File: config.mk
export PLATFORM = sky130hd
export DESIGN_NAME = byte_record_to_json_text
export DESIGN_NICKNAME = d
export VERILOG_FILES = /design/src/rtl/brjt_pkg.sv /design/src/rtl/brjt_ctrl.sv /design/src/rtl/brjt_dp.sv /design/src/rtl/byte_record_to_json_text.sv
export VERILOG_INCLUDE_DIRS = /design/src /design/src/rtl
export SDC_FILE = /design/constraint.sdc
export NUM_CORES = 1
export LEC_CHECK = 0
export ABC_CLOCK_PERIOD_IN_PS = 3900
export BUFFER_PORTS_ARGS = -buffer_cell sky130_fd_sc_hd__buf_2
export CELL_PAD_IN_SITES_DETAIL_PLACEMENT = 1
export CELL_PAD_IN_SITES_GLOBAL_PLACEMENT = 1
export CORE_MARGIN = 5
export CORE_UTILIZATION = 25
export CTS_BUF_LIST = sky130_fd_sc_hd__clkbuf_8 sky130_fd_sc_hd__clkbuf_16
export DETAILED_ROUTE_END_ITERATION = 10
export MAX_ROUTING_LAYER = met4
export PLACE_DENSITY = 0.49
export REMOVE_ABC_BUFFERS = 1
export SYNTH_ARGS = -nofsm -noshare
export SYNTH_HDL_FRONTEND = slang
export SYNTH_SLANG_ARGS = --single-unit
File: constraint.sdc
create_clock -name clock -period 3.9 [get_ports clock]
set_input_delay 0.195 -clock clock [delete_from_list [all_inputs] [get_ports clock]]
set_output_delay 0.195 -clock clock [all_outputs]
set_load 0.005 [all_outputs]
File: src/rtl/byte_record_to_json_text_macros.svh
// assertion macros used by the top level of the json text renderer
`ifndef BYTE_RECORD_TO_JSON_TEXT_MACROS_SVH
`define BYTE_RECORD_TO_JSON_TEXT_MACROS_SVH
`ifndef SYNTHESIS
// same-cycle implication
`define BRJT_ASSERT_NOW(lbl, clk, rst, ante, cons) \
   lbl: assert property (@(posedge clk) disable iff (rst) (ante) |-> (cons)) \
      else $error("assertion failed");
// next-cycle implication
`define BRJT_ASSERT_NEXT(lbl, clk, rst, ante, cons) \
   lbl: assert property (@(posedge clk) disable iff (rst) (ante) |=> (cons)) \
      else $error("assertion failed");
`else
`define BRJT_ASSERT_NOW(lbl, clk, rst, ante, cons)
`define BRJT_ASSERT_NEXT(lbl, clk, rst, ante, cons)
`endif
`endif

File: src/rtl/brjt_pkg.sv
// shared types, character codes and key table of the json text renderer
`default_nettype none
package brjt_pkg;

   localparam int BRJT_MAX_KEYS = 10;
   localparam int NAMED_KEYS    = 6;

   // ascii characters
   localparam logic [7:0] CHAR_OPEN  = 8'h7B;
   localparam logic [7:0] CHAR_CLOSE = 8'h7D;
   localparam logic [7:0] CHAR_QUOTE = 8'h22;
   localparam logic [7:0] CHAR_COLON = 8'h3A;
   localparam logic [7:0] CHAR_COMMA = 8'h2C;
   localparam logic [7:0] CHAR_ZERO  = 8'h30;

   // character select codes from controller to datapath
   localparam logic [2:0] SEL_OPEN  = 3'd0;
   localparam logic [2:0] SEL_QUOTE = 3'd1;
   localparam logic [2:0] SEL_KEY   = 3'd2;
   localparam logic [2:0] SEL_COLON = 3'd3;
   localparam logic [2:0] SEL_HUND  = 3'd4;
   localparam logic [2:0] SEL_TENS  = 3'd5;
   localparam logic [2:0] SEL_ONES  = 3'd6;
   localparam logic [2:0] SEL_END   = 3'd7;

   typedef struct packed {
      logic       load;
      logic       emit;
      logic [2:0] sel;
   } brjt_cmd_type;

   typedef struct packed {
      logic at_start;
      logic slot_free;
      logic key_empty;
      logic key_last;
      logic ge_100;
      logic ge_10;
   } brjt_stat_type;

   // key name length, zero for keys past the named ones
   function automatic logic [3:0] key_len(input logic [3:0] k);
      logic [3:0] len;
      case (k)
         4'd0:    len = 4'd9;
         4'd1:    len = 4'd6;
         4'd2:    len = 4'd4;
         4'd3:    len = 4'd4;
         4'd4:    len = 4'd4;
         4'd5:    len = 4'd7;
         default: len = 4'd0;
      endcase
      return len;
   endfunction

   // one character of a key name, left aligned rows of nine characters
   function automatic logic [7:0] key_char(input logic [3:0] k, input logic [3:0] pos);
      logic [71:0] row;
      logic [71:0] shifted;
      case (k)
         4'd0:    row = "GateWayID";
         4'd1:    row = {"NodeID", 24'h0};
         4'd2:    row = {"Flag", 40'h0};
         4'd3:    row = {"Temp", 40'h0};
         4'd4:    row = {"Humi", 40'h0};
         4'd5:    row = {"Battery", 16'h0};
         default: row = '0;
      endcase
      shifted = row << {pos, 3'b000};
      return shifted[71:64];
   endfunction

endpackage
`default_nettype wire

File: src/rtl/brjt_ctrl.sv
// sequencer that walks through the characters of one field
`default_nettype none
module brjt_ctrl (
   input  wire logic                   clock,
   input  wire logic                   reset,
   input  wire logic                   req_valid,
   output logic                        req_ready,
   input  wire brjt_pkg::brjt_stat_type stat,
   output brjt_pkg::brjt_cmd_type      cmd
);

   localparam logic [3:0] ST_IDLE   = 4'd0;
   localparam logic [3:0] ST_OPEN   = 4'd1;
   localparam logic [3:0] ST_QUOTE1 = 4'd2;
   localparam logic [3:0] ST_KEY    = 4'd3;
   localparam logic [3:0] ST_QUOTE2 = 4'd4;
   localparam logic [3:0] ST_COLON  = 4'd5;
   localparam logic [3:0] ST_HUND   = 4'd6;
   localparam logic [3:0] ST_TENS   = 4'd7;
   localparam logic [3:0] ST_ONES   = 4'd8;
   localparam logic [3:0] ST_END    = 4'd9;

   logic [3:0] state_ff;
   logic [3:0] state_in;
   logic       busy;

   assign busy      = (state_ff != ST_IDLE);
   assign req_ready = !busy;

   // commands
   always_comb begin
      cmd.load = req_valid && !busy;
      cmd.emit = busy && stat.slot_free;
      unique case (state_ff)
         ST_OPEN:   cmd.sel = brjt_pkg::SEL_OPEN;
         ST_KEY:    cmd.sel = brjt_pkg::SEL_KEY;
         ST_COLON:  cmd.sel = brjt_pkg::SEL_COLON;
         ST_HUND:   cmd.sel = brjt_pkg::SEL_HUND;
         ST_TENS:   cmd.sel = brjt_pkg::SEL_TENS;
         ST_ONES:   cmd.sel = brjt_pkg::SEL_ONES;
         ST_END:    cmd.sel = brjt_pkg::SEL_END;
         default:   cmd.sel = brjt_pkg::SEL_QUOTE;
      endcase
   end

   // next state
   always_comb begin
      state_in = state_ff;
      unique case (state_ff)
         ST_IDLE: begin
            if (req_valid) state_in = stat.at_start ? ST_OPEN : ST_QUOTE1;
         end
         ST_OPEN: begin
            if (stat.slot_free) state_in = ST_QUOTE1;
         end
         ST_QUOTE1: begin
            if (stat.slot_free) state_in = stat.key_empty ? ST_QUOTE2 : ST_KEY;
         end
         ST_KEY: begin
            if (stat.slot_free && stat.key_last) state_in = ST_QUOTE2;
         end
         ST_QUOTE2: begin
            if (stat.slot_free) state_in = ST_COLON;
         end
         ST_COLON: begin
            if (stat.slot_free) begin
               if (stat.ge_100)     state_in = ST_HUND;
               else if (stat.ge_10) state_in = ST_TENS;
               else                 state_in = ST_ONES;
            end
         end
         ST_HUND: begin
            if (stat.slot_free) state_in = ST_TENS;
         end
         ST_TENS: begin
            if (stat.slot_free) state_in = ST_ONES;
         end
         ST_ONES: begin
            if (stat.slot_free) state_in = ST_END;
         end
         ST_END: begin
            if (stat.slot_free) state_in = ST_IDLE;
         end
         default: state_in = ST_IDLE;
      endcase
   end

   always_ff @(posedge clock) begin
      if (reset) begin
         state_ff <= ST_IDLE;
      end else begin
         state_ff <= state_in;
      end
   end

endmodule
`default_nettype wire

File: src/rtl/brjt_dp.sv
// record state, digit split, character mux and output register
`default_nettype none
module brjt_dp #(
   parameter int MAX_KEYS = brjt_pkg::BRJT_MAX_KEYS
) (
   input  wire logic                  clock,
   input  wire logic                  reset,
   input  wire brjt_pkg::brjt_cmd_type cmd,
   input  wire logic [7:0]            req_value,
   input  wire logic                  req_last,
   input  wire logic                  rsp_ready,
   output brjt_pkg::brjt_stat_type    stat,
   output logic                       rsp_valid,
   output logic [7:0]                 rsp_out_char,
   output logic                       rsp_end_of_text,
   output logic [7:0]                 rsp_text_length,
   output logic                       rsp_format_error
);

   // record state
   logic       at_start_ff, at_start_in;
   logic [3:0] field_ff, field_in;
   logic [7:0] chars_ff, chars_in;
   logic       error_ff, error_in;
   // current field
   logic [7:0] value_ff;
   logic       last_ff;
   logic [3:0] key_ff, key_pos_ff;
   // digit pipeline
   logic [1:0] hund_ff;
   logic [6:0] rem_ff;
   logic [3:0] tens_ff;
   // output register
   logic       valid_ff;
   logic [7:0] char_ff;
   logic       eot_ff, err_out_ff;
   logic [7:0] len_ff;

   logic [3:0]  key_k, field_base, klen;
   logic [14:0] tens_prod;
   logic [6:0]  tens_x10, ones_full;
   logic [7:0]  chars_next, char_sel;

   assign field_base = at_start_ff ? 4'd0 : field_ff;
   assign key_k      = field_base;
   assign klen       = brjt_pkg::key_len(key_ff);

   // status
   assign stat.at_start  = at_start_ff;
   assign stat.slot_free = !valid_ff || rsp_ready;
   assign stat.key_empty = (klen == 4'd0);
   assign stat.key_last  = (key_pos_ff == klen - 4'd1);
   assign stat.ge_100    = (value_ff >= 8'd100);
   assign stat.ge_10     = (value_ff >= 8'd10);

   // record state updated when a transaction is taken, character count on each emit
   always_comb begin
      at_start_in = at_start_ff;
      field_in    = field_ff;
      chars_in    = chars_ff;
      error_in    = error_ff;
      if (cmd.load) begin
         at_start_in = req_last;
         field_in    = (field_base < 4'(MAX_KEYS)) ? field_base + 4'd1 : field_base;
         chars_in    = at_start_ff ? 8'd0 : chars_ff;
         error_in    = (at_start_ff ? 1'b0 : error_ff) |
                       (key_k >= 4'(brjt_pkg::NAMED_KEYS));
      end else if (cmd.emit) begin
         chars_in = chars_next;
      end
   end

   assign chars_next = (chars_ff == 8'd255) ? chars_ff : chars_ff + 8'd1;

   always_ff @(posedge clock) begin
      if (reset) begin
         at_start_ff <= 1'b1;
         field_ff    <= '0;
         chars_ff    <= '0;
         error_ff    <= 1'b0;
      end else begin
         at_start_ff <= at_start_in;
         field_ff    <= field_in;
         chars_ff    <= chars_in;
         error_ff    <= error_in;
      end
   end

   // field payload and key position
   always_ff @(posedge clock) begin
      if (cmd.load) begin
         value_ff   <= req_value;
         last_ff    <= req_last;
         key_ff     <= key_k;
         key_pos_ff <= '0;
      end else if (cmd.emit && cmd.sel == brjt_pkg::SEL_KEY) begin
         key_pos_ff <= key_pos_ff + 4'd1;
      end
   end

   // decimal split: hundreds by compare, tens by reciprocal multiply
   assign tens_prod = 15'(rem_ff) * 15'd205;
   assign tens_x10  = {tens_ff, 3'b000} + {2'b00, tens_ff, 1'b0};
   assign ones_full = rem_ff - tens_x10;

   always_ff @(posedge clock) begin
      if (value_ff >= 8'd200) begin
         hund_ff <= 2'd2;
         rem_ff  <= 7'(value_ff - 8'd200);
      end else if (value_ff >= 8'd100) begin
         hund_ff <= 2'd1;
         rem_ff  <= 7'(value_ff - 8'd100);
      end else begin
         hund_ff <= 2'd0;
         rem_ff  <= value_ff[6:0];
      end
      tens_ff <= tens_prod[14:11];
   end

   // character select
   always_comb begin
      unique case (cmd.sel)
         brjt_pkg::SEL_OPEN:  char_sel = brjt_pkg::CHAR_OPEN;
         brjt_pkg::SEL_QUOTE: char_sel = brjt_pkg::CHAR_QUOTE;
         brjt_pkg::SEL_KEY:   char_sel = brjt_pkg::key_char(key_ff, key_pos_ff);
         brjt_pkg::SEL_COLON: char_sel = brjt_pkg::CHAR_COLON;
         brjt_pkg::SEL_HUND:  char_sel = brjt_pkg::CHAR_ZERO + {6'd0, hund_ff};
         brjt_pkg::SEL_TENS:  char_sel = brjt_pkg::CHAR_ZERO + {4'd0, tens_ff};
         brjt_pkg::SEL_ONES:  char_sel = brjt_pkg::CHAR_ZERO + {4'd0, ones_full[3:0]};
         brjt_pkg::SEL_END:   char_sel = last_ff ? brjt_pkg::CHAR_CLOSE
                                                 : brjt_pkg::CHAR_COMMA;
         default:             char_sel = brjt_pkg::CHAR_QUOTE;
      endcase
   end

   // output register
   always_ff @(posedge clock) begin
      if (reset) begin
         valid_ff <= 1'b0;
      end else if (cmd.emit) begin
         valid_ff <= 1'b1;
      end else if (rsp_ready) begin
         valid_ff <= 1'b0;
      end
   end

   always_ff @(posedge clock) begin
      if (cmd.emit) begin
         char_ff    <= char_sel;
         eot_ff     <= (cmd.sel == brjt_pkg::SEL_END) && last_ff;
         len_ff     <= chars_next;
         err_out_ff <= error_ff;
      end
   end

   assign rsp_valid        = valid_ff;
   assign rsp_out_char     = char_ff;
   assign rsp_end_of_text  = eot_ff;
   assign rsp_text_length  = len_ff;
   assign rsp_format_error = err_out_ff;

endmodule
`default_nettype wire

File: src/rtl/byte_record_to_json_text.sv
// top level of the byte record to json text renderer
//
//   channel  direction  handshake            payload
//   req_     in         req_valid/req_ready  value[7:0], last
//   rsp_     out        rsp_valid/rsp_ready  out_char[7:0], end_of_text,
//                                            text_length[7:0], format_error
//
// each byte is taken and then written out one character at a time; the
// character count is set by the key length and the digit count of the byte.
// a new byte is taken while the last character of the previous one waits.
// synchronous active-high reset, no clearing pass.
// rsp_ready low holds the sequencer on the pending character.
`default_nettype none
`include "byte_record_to_json_text_macros.svh"
module byte_record_to_json_text #(
   parameter int MAX_KEYS = brjt_pkg::BRJT_MAX_KEYS
) (
   input  wire logic       clock,
   input  wire logic       reset,
   input  wire logic       req_valid,
   output logic            req_ready,
   input  wire logic [7:0] req_value,
   input  wire logic       req_last,
   output logic            rsp_valid,
   input  wire logic       rsp_ready,
   output logic [7:0]      rsp_out_char,
   output logic            rsp_end_of_text,
   output logic [7:0]      rsp_text_length,
   output logic            rsp_format_error
);

   brjt_pkg::brjt_cmd_type  cmd;
   brjt_pkg::brjt_stat_type stat;
   logic                    rsp_close;

   brjt_ctrl u_ctrl (
      .clock     (clock),
      .reset     (reset),
      .req_valid (req_valid),
      .req_ready (req_ready),
      .stat      (stat),
      .cmd       (cmd)
   );

   brjt_dp #(
      .MAX_KEYS (MAX_KEYS)
   ) u_dp (
      .clock            (clock),
      .reset            (reset),
      .cmd              (cmd),
      .req_value        (req_value),
      .req_last         (req_last),
      .rsp_ready        (rsp_ready),
      .stat             (stat),
      .rsp_valid        (rsp_valid),
      .rsp_out_char     (rsp_out_char),
      .rsp_end_of_text  (rsp_end_of_text),
      .rsp_text_length  (rsp_text_length),
      .rsp_format_error (rsp_format_error)
   );

   assign rsp_close = (rsp_out_char == brjt_pkg::CHAR_CLOSE);

   // checks
   `BRJT_ASSERT_NEXT(a_busy_after_take, clock, reset, req_valid && req_ready, !req_ready)
   `BRJT_ASSERT_NOW(a_eot_is_brace, clock, reset, rsp_valid && rsp_end_of_text, rsp_close)
   `BRJT_ASSERT_NOW(a_length_nonzero, clock, reset, rsp_valid, rsp_text_length != 8'd0)
   `BRJT_ASSERT_NOW(a_no_load_while_emit, clock, reset, cmd.load, !cmd.emit)

endmodule
`default_nettype wire
# Word level (Yosys, flattened, before mapping)
# Index checks and enable logic that the tools add are counted.
# word_totals
wordCells	121
output_inout_bits	20
inputBits	13
reg_bits	67
# op_classes
addsub	11
order_cmp	5
n_eq_ne	34
muxes	33
reduce_logical	18
bitwise_logic	1
multipliers	1
shifts	1
# op_table
operator	n
one-hot mux 71 bit (6 select lines)	1
two-way mux 72 bit	1
<< shifter 72 x 7 -> 72 bit	1
one-hot mux 8 bit (8 select lines)	1
two-way mux 4 bit	14
one-hot mux 4 bit (10 select lines)	1
two-way mux 8 bit	4
== test 4 x 3 -> 1 bit, second input constant	6
two-way mux 7 bit	3
one-hot mux 3 bit (7 select lines)	1
inequality test 2 x 1 -> 1 bit, second input constant	10
== test 4 x 2 -> 1 bit, second input constant	4
one-hot mux 4 bit (4 select lines)	1
multiplier 7 x 8 -> 15 bit, second input constant	1
adder 6 x 4 -> 7 bit, first input constant	2
subtractor 7 bit, second input constant	2
== test 3 bit, second input constant	4
zero test 4 bit	3
AND reduction 10 bit	1
adder 4 x 1 -> 4 bit, second input constant	2
adder 8 x 1 -> 8 bit, second input constant	1
== test 4 x 1 -> 1 bit, second input constant	2
== test 4 bit, second input constant	2
== test 8 bit, second input constant	1
other kinds (25)	35

# Logic depth before layout (Yosys ltp)
# Gate-level depths: netlist of the first run.
# logic_depth
depth_word	8
mapped_depth	14
ltp_nobuf	14

# Hierarchy
# Synthesis of the first run repeated with hierarchy kept, for this count alone.
# unflattened
cells_unflattened	516
hier_area_um2	4785.8
# modules_own_cells
module	cells_per_inst	seq_area_each_um2	instances	area_per_inst_um2
brjt_dp	448	1541.5	1	4279.1
brjt_ctrl	68	80.1	1	506.7

# Least setup slack after synthesis of the first run
# OpenSTA, ideal clock, no wires.
# synth_path
path_kind	flip-flop to flip-flop
from	register u_dp.rem_ff[5]
to	register u_dp.tens_ff[1]
slack_ns	0.775
required_ns	3.777
path_stages_with_launch	14
arrival_ns	3.002
cell_sequence	dfxtp_1 inv_1 ha_1 fa_1 inv_1 fa_1 ha_1 ha_1 and4_1 nand4_1 nand2_1 o31a_1 nor3_1 nor2_1
# synth_between
elab_chain_len	1
# synth_rtl
item	line_no	text
from (decl)	brjt_dp.sv:31	logic [6:0] rem_ff;
from (signal assigned)	brjt_dp.sv:109	rem_ff <= 7'(value_ff - 8'd200);
from (signal assigned)	brjt_dp.sv:112	rem_ff <= 7'(value_ff - 8'd100);
from (signal assigned)	brjt_dp.sv:115	rem_ff <= value_ff[6:0];
multiplier 7 x 8 -> 15 bit	brjt_dp.sv:102	assign tens_prod = 15'(rem_ff) * 15'd205;
named net u_dp.tens_prod[12]	brjt_dp.sv:40	logic [14:0] tens_prod;
to (signal assigned)	brjt_dp.sv:117	tens_ff <= tens_prod[14:11];
to (decl)	brjt_dp.sv:32	logic [3:0] tens_ff;
# The timed path passes the listed nets, and every way through them passes these cells.
# A chain may end at the register's enable or synchronous reset.

# Worst setup path after layout of the first run
# layout_path
from	register u_dp.rem_ff[5]
to	register u_dp.tens_ff[3]
# Same word-level chain as after synthesis.

==> out/qor.csv, run 1 <==
stage,metric,value,unit
pwr,Comb pwr share,0.564,
worst_setup_path,endpoint type of the worst setup path,flop,
floorplanning,FP Rows,49,
final_layout,Filler Cell Count,2032,
final_layout,area of the multi-input gates,2630,um2
run,maxcap violations,0,
place,Buffers on Ports,31,
timing,RSZ-0062 raised after global routing,no,
drt,drt first pass iters,4,
synthesis,synthesized area per cell,9.09,um2
hold_path,Worst Hold Class,primary input to flop,
timing,Final Cycle Share,0.859,
synthesis,"area leader, netlist",edfxtp_1,
floorplanning,core area,17800,um2
drt,WL per Instance,15.5,um
timing,Worst Max-Slew Pin Slew,707,ps
drt,DRT Wirelength,11.7,mm
synthesis,"count leader, synth",ha_1,
pwr,power share of the sequential group,0.258,
pwr,P_leak,0.00212,uW
timing,# setup viols final,0,
final_layout,# diodes,0,
worst_setup_path,Worst Path Required,4120,ps
synthesis,asr flop ratio synth,0,
clock_network,clock sink count,66,
grt,initial antenna violation count,0,
grt,wire length of the first global-routing pass,20.3,mm
drt,# DRC,0,
grt,vias in the first global route,3854,
final_layout,sequential cell area,1620,um2
pwr,Sw Ratio,0.443,
floorplanning,Die Area,20800,um2
pwr,worst IR drop on VDD,0.000301,V
pwr,internal power,2610,uW
timing,Final Max Slew Viols,0,
drt,Routed Antenna Nets,0,
grt,grt ovf,0,
floorplanning,Die Y,144,um
place,Post-DP HPWL,8.78,mm
worst_setup_path,slowest library cell on the worst path,fa_1,
drt,DR vias,3657,
timing,final period demand of the worst path,3350,ps
synthesis,mapped cell area,4500,um2
worst_setup_path,Critical Path Source Type,flop,
grt,largest net degree at the start of global routing,28,
drt,Vias/cell,4.86,
pwr,Clk pwr share,0.178,
clock_network,CTS H-tree lvls,3,
synthesis,synthesis-stage register bit count,66,
floorplanning,io pins,33,
timing,Slew headroom,0.529,
timing,Final Hold Viols,0,
timing,Fin Setup TNS,0,ps
floorplanning,die width,144,um
synthesis,Synth area leaders,"edfxtp_1 (20%), dfxtp_1 (16%), ha_1 (13%)",
final_layout,Area growth syn-to-layout,14.8,%
clock_network,Setup Buffers After CTS,0,
pwr,power density cells,906,nW/um2
status,status,"finished, final reports clean",
clock_network,hold buffers post-CTS,0,
worst_setup_path,data arrival time of the worst path,3570,ps
synthesis,post-synthesis sequential area ratio,0.360,
synthesis,Post-synth EDFFs,30,
worst_setup_path,critical-path cell list,"inv_1, ha_1, fa_1, inv_1, fa_1, ha_1, ha_1, and4_1, nand4_1, a31oi_1, o21a_1, nor2_1, xnor2_1",
place,pre-CTS setup slack,514,ps
grt,Tot GR Track Use,0.125,
final_layout,fin nets,586,
clock_network,PostCTS Resize Cnt,0,
worst_setup_path,CP dominant cell by count,ha_1,
timing,Max Clock Skew,6.78,ps
worst_setup_path,CP max FO,4,
synthesis,post-synth cell types,68,
worst_setup_path,Setup CP Type,flop to flop,
final_layout,layout cell share with drive strength beyond 1,0.120,
timing,Final WS setup,550,ps
timing,Fmax,0.299,GHz
pwr,NetSw,2070,uW
clock_network,TritonCTS clock tree,built,
synthesis,synthesized instance count,495,
floorplanning,initial cell density of the core,0.252,
clock_network,CTS buffer count,9,
clock_network,Clock Path Buffers,2,
synthesis,area share of the leading cell type in the synthesized netlist,0.200,
clock_network,clk_lat worst skew,340,ps
synthesis,"Top FF cell, synth",dfxtp_1,
clock_network,Worst-path clk slew,60,ps
place,GP Congestion,0.792,
worst_setup_path,delay of the slowest critical-path stage,420,ps
synthesis,Yosys Warn Count,0,
synthesis,commonest cells in the netlist,"ha_1 (47), nor2_1 (46), nand2_1 (39)",
clock_network,CTS root buffer,clkbuf_16,
drt,initial drt markers,226,
## critical path, delay by kind of cell, from the launching register on
| family | cells | cell delay [ps] |
|---|---|---|
| buffers and inverters | 2 | 160 |
| flip-flops | 1 | 390 |
| AO/OA/AOI/OAI | 2 | 430 |
| adder cells (fa/ha/maj) | 5 | 1770 |
| XOR/XNOR | 1 | 110 |
| AND/OR/NAND/NOR | 3 | 370 |
## state kept, by name, indices dropped and copies added (netlist names)
signal / cells
u_dp.rsp_end_of_text: 1
u_dp.at_start_ff: 1
u_dp.last_ff: 1
u_dp.hund_ff: 2
u_dp.value_ff: 8
u_dp.error_ff: 1
u_dp.key_ff: 4
u_dp.chars_ff: 8
u_dp.rsp_text_length: 8
u_dp.field_ff: 4
u_dp.rsp_valid: 1
u_dp.rem_ff: 7
u_dp.key_pos_ff: 4
u_dp.tens_ff: 4
u_ctrl.state_ff: 4
u_dp.rsp_format_error: 1
u_dp.rsp_out_char: 7
## cell type report
type / count / share of cell area
sequential: 66 / 0.314
timing repair buffer: 36 / 0.0373
tap: 229 / 0.0554
clock buffer: 9 / 0.0436
multi-input combinational: 367 / 0.508
inverter: 38 / 0.0276
clock inverter: 7 / 0.0145
## final timing paths
| path | slack [ps] | startpoint | cells past startpoint | endpoint |
|---|---|---|---|---|
| max | 550 | u_dp.rem_ff[5]$_DFF_P_ | 13 | u_dp.tens_ff[3]$_DFF_P_ |
| min | 30 | req_value[5] | 1 | u_dp.value_ff[5]$_DFFE_PP_ |
| min reg2reg | 440 | u_dp.value_ff[0]$_DFFE_PP_ | 0 | u_dp.rem_ff[0]$_DFF_P_ |
| max reg2reg | 550 | u_dp.rem_ff[5]$_DFF_P_ | 13 | u_dp.tens_ff[3]$_DFF_P_ |
## power groups by stage
stage               sequential, uW  clock (uW)  combinational [uW]
floorplan                     1190           0                1880
global placement              1220           0                2640
detailed placement            1220           0                2710
CTS                           1210         867                2740
global route                  1250         904                3160
finish                        1210         832                2640
## per-stage QoR
step                total power, uW  hold WS [ps]  area (um2)   util  std cells
floorplan                      3070           261        4390      -        471
detailed placement             3930           374        4870  0.273        736
global placement               3860           372        4870  0.273        736
finish                         4680          32.7        5170  0.290        752
global route                   5310          16.0        5170  0.290        752
CTS                            4820          17.0        5170  0.290        752
## placed cells by master (no fill, tap or decap), types with 4 or more instances in the layout
cell type	count
ha_1	47
nor2_1	46
nand2_1	39
a21oi_1	38
inv_1	36
dfxtp_1	36
buf_2	31
edfxtp_1	30
o21ai_0	26
xnor2_1	13
nand3_1	12
nor3_1	12
nand2b_1	9
clkbuf_16	9
fa_1	8
nor2b_1	7
a21o_1	7
xor2_1	6
a22oi_1	6
or3_1	5
a31oi_1	5
buf_4	5
and3_1	4
nand4_1	4
a211oi_1	4
o31ai_1	4
nor4_1	4
o22ai_1	4
## layer usage
layer	vias up	GRT usage	share of wire
met5	-	-	0
li1	1839	-	-
met1	1757	0.176	0.51
met2	46	0.183	0.44
met3	15	0.0241	0.027
met4	0	0.0363	0.016
## logic make-up after synthesis
kind of cell,Yosys count,share of synthesized area
DFF,66,0.360
and+or+nand+nor,160,0.177
buffers and inverters,62,0.0567
muxes,5,0.0117
AOI/OAI and AO/OA,127,0.190
other,1,0.000833
xor gates and xnor gates,19,0.0370
adders and majority gates,55,0.166
Power figures use the tool's default switching activity.
==> inputs of run 2 (changes only) <==
--- a/config.mk
+++ b/config.mk
@@ -10,6 +10,7 @@
 export BUFFER_PORTS_ARGS = -buffer_cell sky130_fd_sc_hd__buf_2
 export CELL_PAD_IN_SITES_DETAIL_PLACEMENT = 1
 export CELL_PAD_IN_SITES_GLOBAL_PLACEMENT = 1
+export CORE_ASPECT_RATIO = 0.75
 export CORE_MARGIN = 5
 export CORE_UTILIZATION = 25
 export CTS_BUF_LIST = sky130_fd_sc_hd__clkbuf_8 sky130_fd_sc_hd__clkbuf_16
==> constraint.sdc (replaced) <==
create_clock -name clock -period 3.9 [get_ports clock]
set_input_delay 0.78 -clock clock [delete_from_list [all_inputs] [get_ports clock]]
set_output_delay 0.78 -clock clock [all_outputs]
set_load 0.005 [all_outputs]
==> out/qor.csv, run 2 (synthesis gave the netlist of run 1 again) <==
stage,metric,value,unit,change
status,status,"finished, final reports clean",,
place,GP Congestion,0.766,,-3.4%
clock_network,clock sink count,66,,unchanged
floorplanning,io pins,33,,unchanged
drt,Routed Antenna Nets,0,,unchanged
worst_setup_path,critical path depth,13,,unchanged
clock_network,CTS H-tree lvls,3,,unchanged
worst_setup_path,worst setup path startpoint,u_dp.rem_ff[5]$_DFF_P_,,
floorplanning,initial cell density of the core,0.255,,+0.00263
clock_network,CTS root buffer,clkbuf_16,,
place,Post-DP HPWL,9.04,mm,+3.0%
drt,met3 wire length,461,um,+48%
worst_setup_path,R2R Path Start,u_dp.rem_ff[5]$_DFF_P_,,
final_layout,Final Util,0.292,,+0.00252
clock_network,Clock Path Buffers,2,,unchanged
hold_path,Hold Crit Depth,0,,-1
final_layout,# diodes,0,,unchanged
floorplanning,FP Rows,42,,-14%
grt,wire length of the first global-routing pass,20.1,mm,-1.1%
timing,Fin Setup TNS,0,ps,unchanged
grt,grt ovf,0,,unchanged
final_layout,"commonest non-fill, non-tap cell in the layout",ha_1,,
timing,Final Hold Viols,0,,unchanged
timing,RSZ-0062 raised after global routing,no,,
worst_setup_path,Critical Path Source Type,flop,,
place,pre-CTS setup slack,484,ps,-29.9 ps
worst_setup_path,CP max FO,4,,unchanged
worst_setup_path,slowest library cell on the worst path,fa_1,,
final_layout,layout cell share with drive strength beyond 1,0.115,,-0.00552
worst_setup_path,critical-path cell list,"inv_1, ha_1, fa_1, inv_1, fa_1, ha_1, ha_1, and4_1, nand4_1, a31oi_1, o21a_1, nor2_1, xnor2_1",,
worst_setup_path,R2R cell count,13,,unchanged
drt,DRT Wirelength,11.9,mm,+1.7%
worst_setup_path,CP dominant cell by count,ha_1,,
final_layout,Area growth syn-to-layout,14.6,%,
drt,initial drt markers,154,,-32%
worst_setup_path,delay of the slowest critical-path stage,430,ps,about the same
worst_setup_path,Worst Path Required,4130,ps,about the same
floorplanning,Die Y,126,um,-12%
drt,highest routed layer,met4,,
drt,# DRC,0,,unchanged
place,Buffers on Ports,31,,unchanged
timing,Final Max Slew Viols,0,,unchanged
grt,largest net degree at the start of global routing,30,,+7.1%
worst_setup_path,Setup CP Type,flop to flop,,
timing,Hold WS,448,ps,+415 ps
clock_network,Worst-path clk slew,60,ps,about the same
clock_network,clk_lat worst skew,340,ps,about the same
grt,initial antenna violation count,0,,unchanged
timing,Final WS setup,491,ps,-59.2 ps
worst_setup_path,data arrival time of the worst path,3640,ps,+70 ps
pwr,P_leak,0.00211,uW,-0.46%
clock_network,TritonCTS clock tree,built,,
drt,Vias/cell,4.79,,-1.5%
clock_network,hold buffers post-CTS,0,,unchanged
final_layout,most frequent cells in the layout,"ha_1 (47), nor2_1 (46), nand2_1 (39)",,
timing,Max Clock Skew,6.91,ps,+0.134 ps
timing,Worst Max-Slew Pin Slew,676,ps,-30.2 ps
run,maxcap violations,0,,unchanged
floorplanning,core area,17700,um2,-1.0%
drt,WL per Instance,15.5,um,about the same
pwr,worst IR drop on VDD,0.000417,V,+38%
pwr,power density cells,896,nW/um2,-1.1%
hold_path,Worst Hold Class,flop to flop,,
clock_network,Setup Buffers After CTS,0,,unchanged
worst_setup_path,endpoint type of the worst setup path,flop,,
drt,drt first pass iters,4,,unchanged
floorplanning,die width,165,um,+14%
clock_network,PostCTS Resize Cnt,0,,unchanged
drt,wire length on met2,4.71,mm,-8.9%
timing,Slew headroom,0.549,,+0.0201
worst_setup_path,Crit path buffers/inverters,2,,unchanged
floorplanning,Die Area,20800,um2,+0.14%
final_layout,fin nets,585,,-0.17%
final_layout,Filler Cell Count,2097,,+3.2%
timing,Final Cycle Share,0.874,,+0.0152
worst_setup_path,"CP delay by family, top",adder cells,,
clock_network,CTS buffer count,9,,unchanged
timing,Fmax,0.293,GHz,-1.7%
hold_path,hold path start,u_dp.error_ff$_SDFFE_PP0P_,,
timing,final period demand of the worst path,3410,ps,+59.2 ps
grt,Tot GR Track Use,0.124,,-0.00106
timing,# setup viols final,0,,unchanged
drt,DR vias,3661,,+0.11%
drt,Met1 Wirelength,6.59,mm,+9.7%
grt,vias in the first global route,3708,,-3.8%
## run 2: cell type report
| cell class | count | area [um2] | share of cell area |
|---|---|---|---|
| Clock buffer | 10 | 250 | 0.0485 |
| Tap cell | 242 | 303 | 0.0587 |
| Clock inverter | 6 | 32.5 | 0.00630 |
| Inverter | 38 | 143 | 0.0276 |
| Sequential cell | 66 | 1620 | 0.314 |
| Timing Repair Buffer | 35 | 185 | 0.0359 |
| Multi-Input combinational cell | 367 | 2630 | 0.509 |
## run 2: worst paths after layout
check / to / slack [ps]
setup / recovery: u_dp.tens_ff[3]$_DFF_P_ / 490
hold / removal: u_dp.rsp_format_error$_DFFE_PP_ / 450
setup reg to reg: u_dp.tens_ff[3]$_DFF_P_ / 490
hold reg to reg: u_dp.rsp_format_error$_DFFE_PP_ / 450
## run 2: worst register-to-register path, stage by stage, from the launching register on
cell and delay, ps:
dfxtp_1 380, inv_1 60, ha_1 330, fa_1 420, inv_1 90, fa_1 430, ha_1 310, ha_1 300
and4_1 210, nand4_1 130, a31oi_1 280, o21a_1 180, nor2_1 50, xnor2_1 120
## run 2: routing by layer
metal | vias up | track usage
li1 | 1835 | -
met1 | 1758 | 0.185
met2 | 60 | 0.166
met3 | 8 | 0.0349
met4 | 0 | 0.0249
met5 | - | -
## run 2: report_power, final
group | total [uW] | internal (uW) | switching, uW
Sequential | 1220 | 990 | 228
Combinational | 2630 | 1110 | 1510
Clock | 779 | 462 | 318
## run 2: per-stage QoR
step                cells  instance area [um2]  power (uW)
CTS                   764                 5160        4730
global route          764                 5160        5200
global placement      748                 4880        3850
floorplan             471                 4390        3070
detailed placement    748                 4880        3920
finish                764                 5160        4620
